## src/rtl/afc_pkg.sv

```systemverilog
// shared types and constants of the box versus frustum plane culling block
package afc_pkg;

  localparam int PLANE_COUNT = 4;
  localparam int FRAC_BITS   = 16;

  localparam int NORMAL_W    = 18;
  localparam int COORD_W     = 32;
  localparam int OFFSET_W    = 32;
  localparam int REQ_IDX_W   = 2;

  localparam int PLANE_IDX_W = (PLANE_COUNT > 1) ? $clog2(PLANE_COUNT) : 1;
  // wide enough to hold the plane count itself next to a request index
  localparam int IDX_CMP_W   = 4;

  localparam int PROD_W      = COORD_W + NORMAL_W;
  localparam int DOT_W       = PROD_W + 2;
  localparam int LIM_W       = OFFSET_W + FRAC_BITS;
  localparam int CMP_W       = ((DOT_W > LIM_W) ? DOT_W : LIM_W) + 1;

  localparam int QUEUE_DEPTH = 2;
  localparam int QPTR_W      = (QUEUE_DEPTH > 1) ? $clog2(QUEUE_DEPTH) : 1;
  localparam int QCNT_W      = $clog2(QUEUE_DEPTH + 1);

  typedef enum logic {
    KIND_LOAD,
    KIND_TEST
  } kind_e;

  typedef struct packed {
    kind_e                        kind;
    logic [PLANE_IDX_W-1:0]       idx;
    logic signed [NORMAL_W-1:0]   normal_x;
    logic signed [NORMAL_W-1:0]   normal_y;
    logic signed [NORMAL_W-1:0]   normal_z;
    logic signed [OFFSET_W-1:0]   offset;
    logic signed [COORD_W-1:0]    min_x;
    logic signed [COORD_W-1:0]    min_y;
    logic signed [COORD_W-1:0]    min_z;
    logic signed [COORD_W-1:0]    max_x;
    logic signed [COORD_W-1:0]    max_y;
    logic signed [COORD_W-1:0]    max_z;
  } item_t;

  // queue head as seen by the back end
  typedef struct packed {
    logic  valid;
    item_t item;
  } head_t;

endpackage

```

## src/rtl/afc_front.sv

```systemverilog
// front end: takes requests, sorts loads from tests and queues them in order
module afc_front (
  input  logic                                      clk_i,
  input  logic                                      rst_ni,
  input  logic                                      start,
  output logic                                      busy,
  input  logic                                      req_type_i,
  input  logic [afc_pkg::REQ_IDX_W-1:0]             plane_index_i,
  input  logic signed [afc_pkg::NORMAL_W-1:0]       normal_x_i,
  input  logic signed [afc_pkg::NORMAL_W-1:0]       normal_y_i,
  input  logic signed [afc_pkg::NORMAL_W-1:0]       normal_z_i,
  input  logic signed [afc_pkg::OFFSET_W-1:0]       plane_offset_i,
  input  logic signed [afc_pkg::COORD_W-1:0]        min_x_i,
  input  logic signed [afc_pkg::COORD_W-1:0]        min_y_i,
  input  logic signed [afc_pkg::COORD_W-1:0]        min_z_i,
  input  logic signed [afc_pkg::COORD_W-1:0]        max_x_i,
  input  logic signed [afc_pkg::COORD_W-1:0]        max_y_i,
  input  logic signed [afc_pkg::COORD_W-1:0]        max_z_i,
  output afc_pkg::head_t                            head_o,
  input  logic                                      pop_i
);

  afc_pkg::item_t                      q_mem [afc_pkg::QUEUE_DEPTH];
  logic [afc_pkg::QPTR_W-1:0]          wr_ptr_q, wr_ptr_d;
  logic [afc_pkg::QPTR_W-1:0]          rd_ptr_q, rd_ptr_d;
  logic [afc_pkg::QCNT_W-1:0]          count_q, count_d;
  logic [afc_pkg::IDX_CMP_W-1:0]       idx_ext;
  logic                                in_range;
  logic                                accept;
  logic                                push;
  afc_pkg::item_t                      item;

  assign busy     = (count_q == afc_pkg::QCNT_W'(afc_pkg::QUEUE_DEPTH));
  assign accept   = start && !busy;
  assign idx_ext  = afc_pkg::IDX_CMP_W'(plane_index_i);
  assign in_range = (idx_ext < afc_pkg::IDX_CMP_W'(afc_pkg::PLANE_COUNT));
  // loads to a plane that does not exist are dropped here
  assign push     = accept && (req_type_i || in_range);

  always_comb begin
    item.kind     = req_type_i ? afc_pkg::KIND_TEST : afc_pkg::KIND_LOAD;
    item.idx      = idx_ext[afc_pkg::PLANE_IDX_W-1:0];
    item.normal_x = normal_x_i;
    item.normal_y = normal_y_i;
    item.normal_z = normal_z_i;
    item.offset   = plane_offset_i;
    item.min_x    = min_x_i;
    item.min_y    = min_y_i;
    item.min_z    = min_z_i;
    item.max_x    = max_x_i;
    item.max_y    = max_y_i;
    item.max_z    = max_z_i;
  end

  always_comb begin
    wr_ptr_d = wr_ptr_q;
    rd_ptr_d = rd_ptr_q;
    count_d  = count_q;
    if (push) begin
      wr_ptr_d = (wr_ptr_q == afc_pkg::QPTR_W'(afc_pkg::QUEUE_DEPTH - 1)) ?
                 '0 : wr_ptr_q + 1'b1;
    end
    if (pop_i) begin
      rd_ptr_d = (rd_ptr_q == afc_pkg::QPTR_W'(afc_pkg::QUEUE_DEPTH - 1)) ?
                 '0 : rd_ptr_q + 1'b1;
    end
    unique case ({push, pop_i})
      2'b10:   count_d = count_q + 1'b1;
      2'b01:   count_d = count_q - 1'b1;
      default: count_d = count_q;
    endcase
  end

  always_ff @(posedge clk_i or negedge rst_ni) begin
    if (!rst_ni) begin
      wr_ptr_q <= '0;
      rd_ptr_q <= '0;
      count_q  <= '0;
    end else begin
      wr_ptr_q <= wr_ptr_d;
      rd_ptr_q <= rd_ptr_d;
      count_q  <= count_d;
    end
  end

  always_ff @(posedge clk_i) begin
    if (push) begin
      q_mem[wr_ptr_q] <= item;
    end
  end

  assign head_o.valid = (count_q != '0);
  assign head_o.item  = q_mem[rd_ptr_q];

  a_no_overfill: assert property (@(posedge clk_i) disable iff (!rst_ni)
    count_q <= afc_pkg::QCNT_W'(afc_pkg::QUEUE_DEPTH))
    else $error("queue holds more entries than it has");

  a_pop_nonempty: assert property (@(posedge clk_i) disable iff (!rst_ni)
    pop_i |-> (count_q != '0))
    else $error("back end popped an empty queue");

endmodule

```

## config.mk

```make
export PLATFORM = sky130hd
export DESIGN_NAME = afc_front
export DESIGN_NICKNAME = d
export VERILOG_FILES = /design/src/rtl/afc_pkg.sv /design/src/rtl/afc_front.sv
export SDC_FILE = /design/constraint.sdc
export NUM_CORES = 1
export LEC_CHECK = 0
export BUFFER_PORTS_ARGS = -buffer_cell sky130_fd_sc_hd__buf_2
export CAP_MARGIN = 0
export CORE_AREA = 3 3 221 223
export DETAILED_ROUTE_END_ITERATION = 7
export DIE_AREA = 0 0 224 226
export GPL_ROUTABILITY_DRIVEN = 1
export PLACE_DENSITY_LB_ADDON = 0.08
export SYNTH_ARGS = -nofsm -noshare
export SYNTH_HDL_FRONTEND = slang
export SYNTH_SLANG_ARGS = --single-unit
```

## constraint.sdc

```tcl
create_clock -name clk_i -period 35.6 [get_ports clk_i]
set_input_delay 0 -clock clk_i [delete_from_list [all_inputs] [get_ports clk_i]]
set_output_delay 0 -clock clk_i [all_outputs]
set_load 0.01 [all_outputs]
```

=== Yosys cells after proc, flatten, opt, wreduce, memory -nomap -nowiden ===
Memories as Yosys holds them, arrays and structs flattened.
Cells that the tools add are included.

* Memories kept: 1
* RAM bits: 562
* Register bits after elaboration: 4
* ROM bits: 0
* Output and inout bits: 283
* Latch bits: 0

{| class="wikitable"
|+ Memory list
! memory !! depth !! bits a word !! rd ports !! clocked after Yosys merged registers in !! write ports !! line !! source
|-
| q_mem || 2 || 281 || 1 || 0 || 1 || afc_front.sv:23 || <nowiki>afc_pkg::item_t q_mem [afc_pkg::QUEUE_DEPTH];</nowiki>
|}

* Equal/unequal tests: 3
* Muxes and demuxes: 6
* Multiply operators: 0
* Shifts and indexed selects: 0
* Divide/modulo/power cells: 0
* Magnitude comparators: 1
* Add/subtract/negate cells: 4
* Reductions and logical operators: 6
* Bitwise operators: 0

{| class="wikitable"
|+ Operators by type and width
! kind !! number
|-
| $mux 1 || 5
|-
| $eq 2x2->1 const B || 2
|-
| $pmux 2 s2 || 1
|-
| $reduce_bool 2->1 || 2
|-
| $lt 2x3->1 const B || 1
|-
| $add 1x1->1 const B || 2
|-
| $add 2x1->2 const B || 1
|-
| $eq 2x1->1 const B || 1
|-
| $logic_and 1x1->1 || 2
|-
| $sub 2x1->2 const B || 1
|-
| $logic_not 1->1 || 1
|-
| $logic_or 1x1->1 || 1
|}

=== Longest topological paths before layout ===
Gate-level depths: netlist of run 1.

* Word-level depth: 6
* Depth in mapped cells: 6
* Depth with buffers taken out: 6

=== Worst setup path after synthesis of run 1 ===
No wires, ideal clock.

* Path kind: flip-flop to flip-flop
* From: reg count_q[0] in the netlist's numbering
* To: mem q_mem[0][0] in the netlist's numbering, enable pin
* Slack: 22.407 ns
* Arrival time: 12.265 ns
* Library setup time: 0.928 ns
* Period minus slack after synthesis: 13.193 ns
* Cell stages (with the launch flop): 4
* Cell sequence: dfrtp_1 > nand2b_1 > nand2_1 > nor2_1

* Cells in the longest elaborated chain, start to end: 6

{| class="wikitable"
|+ RTL lines
! item !! line !! source
|-
| from (decl) || afc_front.sv:26 || <nowiki>logic [afc_pkg::QCNT_W-1:0] count_q, count_d;</nowiki>
|-
| from (signal assigned) || afc_front.sv:82 || <nowiki>count_q <= count_d;</nowiki>
|-
| $eq 2x2->1 || afc_front.sv:33 || <nowiki>assign busy = (count_q == afc_pkg::QCNT_W'(afc_pkg::QUEUE_DEPTH));</nowiki>
|-
| $logic_not 1->1 || afc_front.sv:34 || <nowiki>assign accept = start && !busy;</nowiki>
|-
| $logic_and 1x1->1 || afc_front.sv:34 ||
|-
| $logic_and 1x1->1 || afc_front.sv:38 || <nowiki>assign push = accept && (req_type_i || in_range);</nowiki>
|-
| $mux 1 || afc_front.sv:87 || <nowiki>if (push) begin</nowiki>
|-
| $mux 1 (implied by the code) || afc_front.sv:88 || <nowiki>q_mem[wr_ptr_q] <= item;</nowiki>
|-
| to (decl) || afc_front.sv:23 ||
|}

Every way passes these cells.

==> impl_metrics.tcl, run 1 <==
set metrics [dict create \
    maxSlewHeadroom_pct 20.53 \
    critPathCaptureType "output pin" \
    ff2ff_setup_slack_ns 32.26 \
    reg2reg_from "count_q[0]" \
    dp_slack_ns 32.12 \
    grt_pass1_vias 12400 \
    postSynthCellCount 891 \
    min_delay_path_depth 2 \
    critPathMaxFanout 77 \
    cts_tree "built" \
    yosysSeqAreaShare_pct 82.25 \
    cts.clk_slew.worst_paths_ns 0.06 \
    swShare_pct 30.09 \
    fmax_mhz 246.1 \
    gp_congestion 0.8278 \
    fin_skew_ns 0.01246 \
    cp.arrival_ns 4.06 \
    pwr-share-seq_pct 44.8 \
    h-tree-depth 2 \
    min_from "max_y_i[20]" \
    die_w_um 224 \
    combPwrFrac_pct 30.2 \
    num_vias 11700 \
    grt_usage_pct 19.91 \
    route.antenna.remaining_nets 0 \
    initial_utilization_pct 44.15 \
    cts_made_buffers 56 \
    drc_errors 0 \
    status "completed" \
    p_leak_nw 10.70 \
    wl_mm 52.13 \
    synthArstFlopShare_pct 0.7067 \
    r2r-end "q_mem[1][220]" \
    synthTopCellsByArea "edfxtp_1 (82%), mux2_2 (15%), clkbuf_8 (1.6%)" \
    grt_pass1_wl_mm 75.67 \
    hp-class "primary input to flip-flop" \
    tightest_slew_ns 1.192 \
    crit_type "flip-flop to output pin" \
    clock_sinks 566 \
    cts_buffer_depth 3 \
    ys_seq_elements 566 \
    wl_per_cell_um 21.43 \
    avgSynthCellArea_um2 23.16 \
    cts_root_buf "clkbuf_16" \
    clock_latency_ns 0.59 \
    cts_setup_buffers 0 \
    rows 79 \
    power_density_nw_per_um2 75.44 \
    ir_drop_mv 0.1315 \
    cp.required_ns 35.60 \
    finish.utilization_pct 60.85 \
    fillers 3491 \
    die-area_um2 50620 \
    pwr-share-clk_pct 25.0 \
    hold_end "q_mem[0][52]" \
    p_sw_uw 645.6 \
    synth_cell_types 14 \
    syn_area_um2 20640 \
    p_int_mw 1.500 \
    ys_warn_count 0 \
    fin_crit_ns 4.064 \
    setup_ws_ns 31.54 \
    ys_top_cells_by_count "edfxtp_1 (562), mux2_2 (281), clkbuf_8 (24)" \
    synth_ff_type "edfxtp_1" \
    area_growth_pct 37.83 \
    finalSetupViolCount 0 \
    setup_tns_ns 0 \
    syn-num-nets 1177 \
    synth-edff-count 562 \
    antenna_found_initial 0 \
    dp_hpwl_mm 35.01 \
    via_per_inst 4.809 \
    port-buffer-count 567 \
    drv_slew 0 \
    final-seq-area_um2 16980 \
    grt_overflow 0 \
    die_h_um 226 \
    maxCapViolCount 0 \
    core_region_area_um2 46750 \
    synth_top_area_share_pct 81.77 \
    yosysMostFrequentCell "edfxtp_1" \
    multi_input_area_um2 3263 \
    fin_nets 2064 \
    hold_viol_final 0 \
    grt_setup_unrepaired "false" \
    drt_pass1_iterations 4 \
    worstSetupStartpointType "flip-flop" \
    ff2ff_path_depth 4 \
    io_pins 568 \
    synth.largest_area_cell "edfxtp_1" \
    grt_max_degree 177 \
    post-route-period-util_pct 11.42 \
    drive_gt1_share_pct 51.23 \
    drtIter0Drc 788 \
]
-- what timing repair did --
action                                  CTS  global route
endpoints found under the setup margin    0             0
resized for setup                         0             0
hold endpoints to repair                570             0
hold buffers                            285             0
-- power groups by stage --
stage                     Sequential [mW]  Clock, mW  Combinational [mW]
final                               0.961      0.536               0.649
after CTS                           0.961      0.553               0.662
after detailed placement            0.975          0               0.632
after floorplan                      1.01          0               0.413
after global routing                0.973      0.579               0.694
after global placement              0.974          0               0.629
-- placed cells by master, fill, tap and decap left out --
cell type	instances
diode_2	1
mux2_2	281
ha_1	1
clkinv_1	16
clkbuf_16	57
nor2_4	1
xnor2_1	3
or2_2	1
and3_4	1
buf_12	2
dlygate4sd3_1	285
dfrtp_4	1
xor2_1	2
bufinv_16	1
inv_1	1
buf_4	6
edfxtp_1	562
buf_2	567
inv_6	2
dfrtp_1	3
clkbuf_1	14
clkinvlp_4	1
clkinv_2	14
nand2b_1	1
nor2_1	1
nand2_1	1
-- cells by family (layout without fill, tap and decap cells) --
kind of cell / count (synthesis) / in the layout / share of synthesized area (%)
fa+ha+maj: 1 / 1 / 0.06061
other cells: 0 / 1 / 0
mux: 281 / 281 / 15.33
flops: 566 / 566 / 82.25
simple gates: 6 / 6 / 0.1455
buf+inv: 32 / 966 / 2.001
xor+xnor: 5 / 5 / 0.2122
-- worst max-delay path by stage --
stage | from | to | slack [ns] | cells past startpoint
6_report | rd_ptr_q | head_o[140] | 31.54 | 4
5_1_grt | rd_ptr_q | head_o[203] | 31.29 | 4
4_1_cts | rd_ptr_q | head_o[201] | 31.47 | 4
3_5_place_dp | rd_ptr_q | head_o[201] | 32.12 | 4
3_3_place_gp | count_q[0] | q_mem[1][136] | 32.17 | 4
2_1_floorplan | count_q[0] | q_mem[0][0] | 22.41 | 3
-- registers in the layout (all words and copies together) (netlist names) --
signal and flops:
count_q 2, q_mem 562, wr_ptr_q 1, rd_ptr_q 1
-- layer usage --
metal  track usage, %  wire (um)
met5                0          0
met4            7.945       1819
met3            6.070       4326
met2            33.40      25710
met1            24.29      20280
-- critical path, cell delays in order, from the launching register on --
cell and delay, ns:
dfrtp_4 0.99, buf_4 0.91, buf_4 0.86, mux2_2 0.43, buf_2 0.15
-- final cells by class --
type                       instances  area share [%]
inverter                           1         0.01319
timing repair buffer             860           20.30
multi-input combinational        293           11.47
antenna                            1        0.008796
sequential                       566           59.69
tap                              607           2.670
clock inverter                    34          0.6509
clock buffer                      71           5.199
-- stage by stage --
stage               power [mW]  cells  hold slack (ns)  area, um2
global route             2.245   2432           0.1115      28450
CTS                      2.177   2432          0.08192      28450
floorplan                1.423    891          -0.2956      20640
detailed placement       1.606   2042          -0.1898      23930
global placement         1.603   2042          -0.1888      23930
finish                   2.146   2433           0.1356      28450
(Power assumes the default switching activity.)
==> inputs of run 2 (changes only) <==
- CORE_AREA: 3 3 221 223 -> 3 3 222 224
- DIE_AREA: 0 0 224 226 -> 0 0 225 227
- clock period: 35.6 -> 3.95 ns (I/O delays scaled with it)
==> impl_metrics.tcl, run 2 (synthesized netlist as in run 1, its figures left out) <==
set metrics [dict create \
    crit_end "head_o[32]" \
    grt_max_degree 155 \
    min_delay_path_depth 2 \
    tightest_slew_ns 1.005 \
    ctsResizeCount 0 \
    ff2ff_setup_slack_ns 1.71 \
    dp_hpwl_mm 33.98 \
    top_register "q_mem" \
    p_leak_nw 10.85 \
    maxSlewHeadroom_pct 32.98 \
    drive_gt1_share_pct 51.55 \
    via_per_inst 4.728 \
    drt_pass1_iterations 6 \
    die_w_um 225 \
    final_area_um2 28760 \
    rows 80 \
    cp.arrival_ns 2.65 \
    core_region_area_um2 47550 \
    drv_slew 0 \
    fillers 3594 \
    finalSetupViolCount 0 \
    fin_skew_ns 0.01805 \
    die_h_um 227 \
    grt_pass1_vias 12660 \
    post-route-period-util_pct 67.04 \
    port-buffer-count 567 \
    min_from "normal_y_i[1]" \
    wl_mm 51.00 \
    wl_per_cell_um 20.74 \
    critPathMaxFanout 60 \
    initial_utilization_pct 43.41 \
    maxCapViolCount 0 \
    num_vias 11630 \
    cts_setup_buffers 0 \
    setup_tns_ns 0 \
    whs_ns 0.1286 \
    power_density_nw_per_um2 688.0 \
    cp.required_ns 3.95 \
    fin_nets 2075 \
    fmax_mhz 377.6 \
    layout_commonest_cell "buf_2" \
    critPathCaptureType "output pin" \
    cts.hold.buffers_added 285 \
    io_pins 568 \
    cts_root_buf "clkbuf_16" \
    h-tree-depth 2 \
    reg.largest.list "q_mem (562), count_q (2)" \
    cts_made_buffers 58 \
    clock_sinks 566 \
    drc_errors 0 \
    ff2ff_path_depth 3 \
    grt_pass1_wl_mm 74.05 \
    r2r-end "q_mem[1][169]" \
    grt_usage_pct 19.27 \
    finish.utilization_pct 60.50 \
    fin_crit_ns 2.648 \
    grt_overflow 0 \
    layout_common_cells "buf_2 (567), edfxtp_1 (562), dlygate4sd3_1 (285)" \
    cts.clk_slew.worst_paths_ns 0.06 \
    cp-startpoint "rd_ptr_q" \
    route.antenna.remaining_nets 0 \
    reg2reg_from "count_q[0]" \
    largest_reg_flops 562 \
    crit_type "flip-flop to output pin" \
    drtIter0Drc 527 \
    dpl-instance-area_um2 24100 \
    hp-class "primary input to flip-flop" \
    gp_congestion 0.7452 \
    ir_drop_mv 0.4472 \
    total_power_mw 19.79 \
    clock_latency_ns 0.59 \
    antenna_found_initial 6 \
    die-area_um2 51080 \
    worstSetupStartpointType "flip-flop" \
    cts_tree "built" \
    grt_setup_unrepaired "false" \
    status "completed" \
    area_growth_pct 39.36 \
    cts_buffer_depth 3 \
    hold_viol_final 0 \
]
-- run 2: changes by cell type in the layout (fill, tap and decap cells not counted), moves of 3 or more --
cell	change
buf_12	+6
diode_2	+6
clkbuf_16	+4
buf_4	+3
-- run 2: how the worst min path moves through the flow --
stage | slack [ns] | to
2_1_floorplan | -0.30 | count_q[0]
3_3_place_gp | -0.19 | rd_ptr_q
3_5_place_dp | -0.18 | rd_ptr_q
4_1_cts | 0.07 | q_mem[1][241]
5_1_grt | 0.09 | q_mem[0][24]
6_report | 0.13 | q_mem[0][243]
-- run 2: area by class of cell --
type | instances | area (um2) | area share (%)
multi-input cells | 293 | 3278 | 11.40
clock inverters | 31 | 210.2 | 0.7308
flip-flops and latches | 566 | 16980 | 59.03
repair buffers | 869 | 5918 | 20.58
inverters | 1 | 3.754 | 0.01305
diodes | 7 | 17.52 | 0.06090
well taps | 615 | 769.5 | 2.675
clock buffers | 77 | 1587 | 5.516
-- run 2: power breakdown --
part / switching [mW] / internal, mW / total, mW / leakage, nW
logic: 3.34 / 2.69 / 6.04 / 4.69
clock network: 2.16 / 3.00 / 5.15 / 0.885
registers: 0.395 / 8.21 / 8.60 / 5.27
-- run 2: worst max-delay path, cell delays in order, from the launching register on --
cell and delay [ns]:
dfrtp_4 1.05, buf_4 0.46, mux2_2 0.39, buf_2 0.14
-- run 2: metrics by stage --
step                      setup WS [ns]  std cells
final                             1.302       2459
after CTS                         1.194       2452
after global placement            1.673       2059
after global routing              1.147       2456
after floorplan                  -1.216        891
after detailed placement          1.654       2059
-- run 2: routing by layer --
| metal | vias to the layer above | GRT usage (%) | wire [um] |
|---|---|---|---|
| li1 | 5378 | - | - |
| met1 | 5768 | 22.03 | 19460 |
| met2 | 387 | 34.05 | 26100 |
| met3 | 94 | 6.125 | 3814 |
| met4 | 0 | 7.382 | 1627 |
| met5 | - | 0 | 0 |
==> inputs of run 3 (changes only) <==
- ABC_AREA: not set -> 1
- CORE_AREA: 3 3 222 224 -> 3 3 219 221
- DIE_AREA: 0 0 225 227 -> 0 0 222 224
- clock period: 3.95 -> 2.5 ns (I/O delays scaled with it)
==> impl_metrics.tcl, run 3 <==
set metrics [dict create \
    status "completed" \
    synth-edff-count 562 \
    dp_slack_ns 0.5766 \
    power_density_nw_per_um2 1086 \
    ff2ff_setup_slack_ns 0.60 \
    layout_common_cells "buf_2 (567), edfxtp_1 (562), nand2_1 (288)" \
    min_from "normal_x_i[6]" \
    grt_usage_pct 21.00 \
    wl_mm 53.37 \
    p_leak_nw 12.41 \
    critical-path-max-stage-delay_ns 0.57 \
    hold_end "q_mem[0][266]" \
    largest_reg_flops 562 \
    path_cells "buf_12 -> buf_12 -> o21ai_0 -> buf_2" \
    layout_commonest_cell "buf_2" \
    num_vias 13910 \
    synth_top_area_share_pct 79.71 \
    synthTopCellsByArea "edfxtp_1 (80%), inv_1 (5.1%), nand2_1 (5.1%)" \
    area_growth_pct 38.60 \
    hp-class "primary input to flip-flop" \
    yosysMostFrequentCell "edfxtp_1" \
    yosysSeqAreaShare_pct 80.18 \
    synthArstFlopShare_pct 0.7067 \
    cp.required_ns 2.50 \
    h-tree-depth 2 \
    synth_ff_type "edfxtp_1" \
    fin_skew_ns 0.01283 \
    drc_errors 0 \
    ys_warn_count 0 \
    cts.clk_slew.worst_paths_ns 0.06 \
    grt_overflow 0 \
    drv_slew 0 \
    io_pins 568 \
    ctsResizeCount 0 \
    hold_viol_final 0 \
    maxSlewHeadroom_pct 63.42 \
    worstSetupStartpointType "flip-flop" \
    setup_tns_ns 0 \
    synth.largest_area_cell "edfxtp_1" \
    cts_setup_buffers 0 \
    cts_made_buffers 57 \
    ir_drop_mv 0.8120 \
    crit_family "buffers and inverters" \
    cts_buffer_depth 3 \
    grt_setup_unrepaired "false" \
    ff2ff_path_depth 4 \
    critPathMaxFanout 69 \
    synth_cell_types 20 \
    clock_latency_ns 0.60 \
    top_register "q_mem" \
    via_per_inst 4.597 \
    reg2reg_from "count_q[1]" \
    gp_congestion 0.7990 \
    syn-num-nets 1781 \
    min_delay_path_depth 2 \
    avgSynthCellArea_um2 14.16 \
    final_area_um2 29340 \
    crit_buf_inv 3 \
    post-route-period-util_pct 85.44 \
    cp.arrival_ns 2.14 \
    dp_hpwl_mm 35.97 \
    setup_ws_ns 0.3639 \
    cts_root_buf "clkbuf_16" \
    drt_pass1_iterations 5 \
    ys_top_cells_by_count "edfxtp_1 (562), inv_1 (288), nand2_1 (288)" \
    grt_max_degree 127 \
    maxCapViolCount 0 \
    cts_tree "built" \
    crit_top_cell "buf_12" \
    fin_nets 2655 \
    fmax_mhz 468.2 \
    grt_pass1_vias 13830 \
    core_region_area_um2 46360 \
    syn_area_um2 21170 \
    initial_utilization_pct 45.67 \
    grt_pass1_wl_mm 79.99 \
    r2r-end "q_mem[1][24]" \
    critPathCaptureType "output pin" \
    cp_slowest_cell "dfrtp_4" \
    total_power_mw 31.87 \
    clock_sinks 566 \
    port-buffer-count 567 \
    dpl-instance-area_um2 24730 \
    tightest_slew_ns 0.5487 \
    die_h_um 224 \
    ys_seq_elements 566 \
    die_w_um 222 \
    drive_gt1_share_pct 28.97 \
    fin_crit_ns 2.136 \
    reg.largest.list "q_mem (562), count_q (2)" \
    drtIter0Drc 894 \
    rows 79 \
    route.antenna.remaining_nets 0 \
    crit_type "flip-flop to output pin" \
    finalSetupViolCount 0 \
    postSynthCellCount 1495 \
    die-area_um2 49730 \
    antenna_found_initial 8 \
    wl_per_cell_um 17.63 \
]
-- run 3: changes by cell type after synthesis, sizes merged --
cell | before | now
nand2 | 1 | 288
mux2 | 281 | 0
or2 | 1 | 0
buf | 7 | 43
clkbuf | 24 | 20
and3 | 1 | 0
nand4 | 0 | 1
xor2 | 2 | 1
xnor2 | 3 | 1
o21ai | 0 | 282
nand3 | 0 | 2
inv | 1 | 288
nand2b | 1 | 0
-- run 3: logic make-up after synthesis --
| group | share of synthesized area [%] |
|---|---|
| DFF | 80.18 |
| buffers and inverters | 7.257 |
| adders and majority gates | 0.05909 |
| and+or+nand+nor | 5.218 |
| AOI/OAI and AO/OA | 7.198 |
| xor gates and xnor gates | 0.08275 |
-- run 3: where the power goes --
part           switching (mW)  internal, mW
Clock                    3.38          4.57
Combinational            6.95          3.59
Sequential              0.468          12.9
Total                    10.8          21.1
-- run 3: metrics by stage --
step                      hold WS [ns]  cells  utilization, %
final                           0.1185   3027           63.30
after detailed placement       -0.1842   2632           53.35
after global routing           0.09998   3026           63.29
after floorplan                -0.2956   1495               -
after CTS                      0.07559   3020           63.26
after global placement         -0.1884   2632           53.35
-- run 3: what timing repair did --
action                                  CTS  global route
hold endpoints to repair                572             0
endpoints found under the setup margin    0             0
hold buffers                            285             0
-- run 3: area by class of cell --
type / count / area [um2]
timing repair buffer: 878 / 6086
antenna: 7 / 17.52
sequential: 566 / 16980
fill: 3587 / 17020
multi-input combinational: 578 / 2674
tap: 607 / 759.5
inverter: 288 / 1085
clock buffer: 68 / 1510
clock inverter: 35 / 231.5
-- run 3: metal layers --
| metal | global-route usage (%) | routed length (um) | up-vias |
|---|---|---|---|
| met1 | 24.84 | 20230 | 6508 |
| met4 | 8.338 | 1950 | 2 |
| met5 | 0 | 13 | - |
| met2 | 36.11 | 26890 | 475 |
| met3 | 6.487 | 4296 | 109 |
| li1 | - | - | 6820 |
-- run 3: how the worst max path moves through the flow --
stage / start / endpoint / slack [ns] / cells past startpoint
global route: rd_ptr_q / head_o[157] / 0.21 / 4
finish: rd_ptr_q / head_o[265] / 0.36 / 4
CTS: rd_ptr_q / head_o[157] / 0.31 / 4
global placement: count_q[1] / q_mem[1][12] / 0.60 / 4
floorplan: count_q[0] / q_mem[0][0] / -2.80 / 4
detailed placement: count_q[1] / q_mem[1][21] / 0.58 / 4
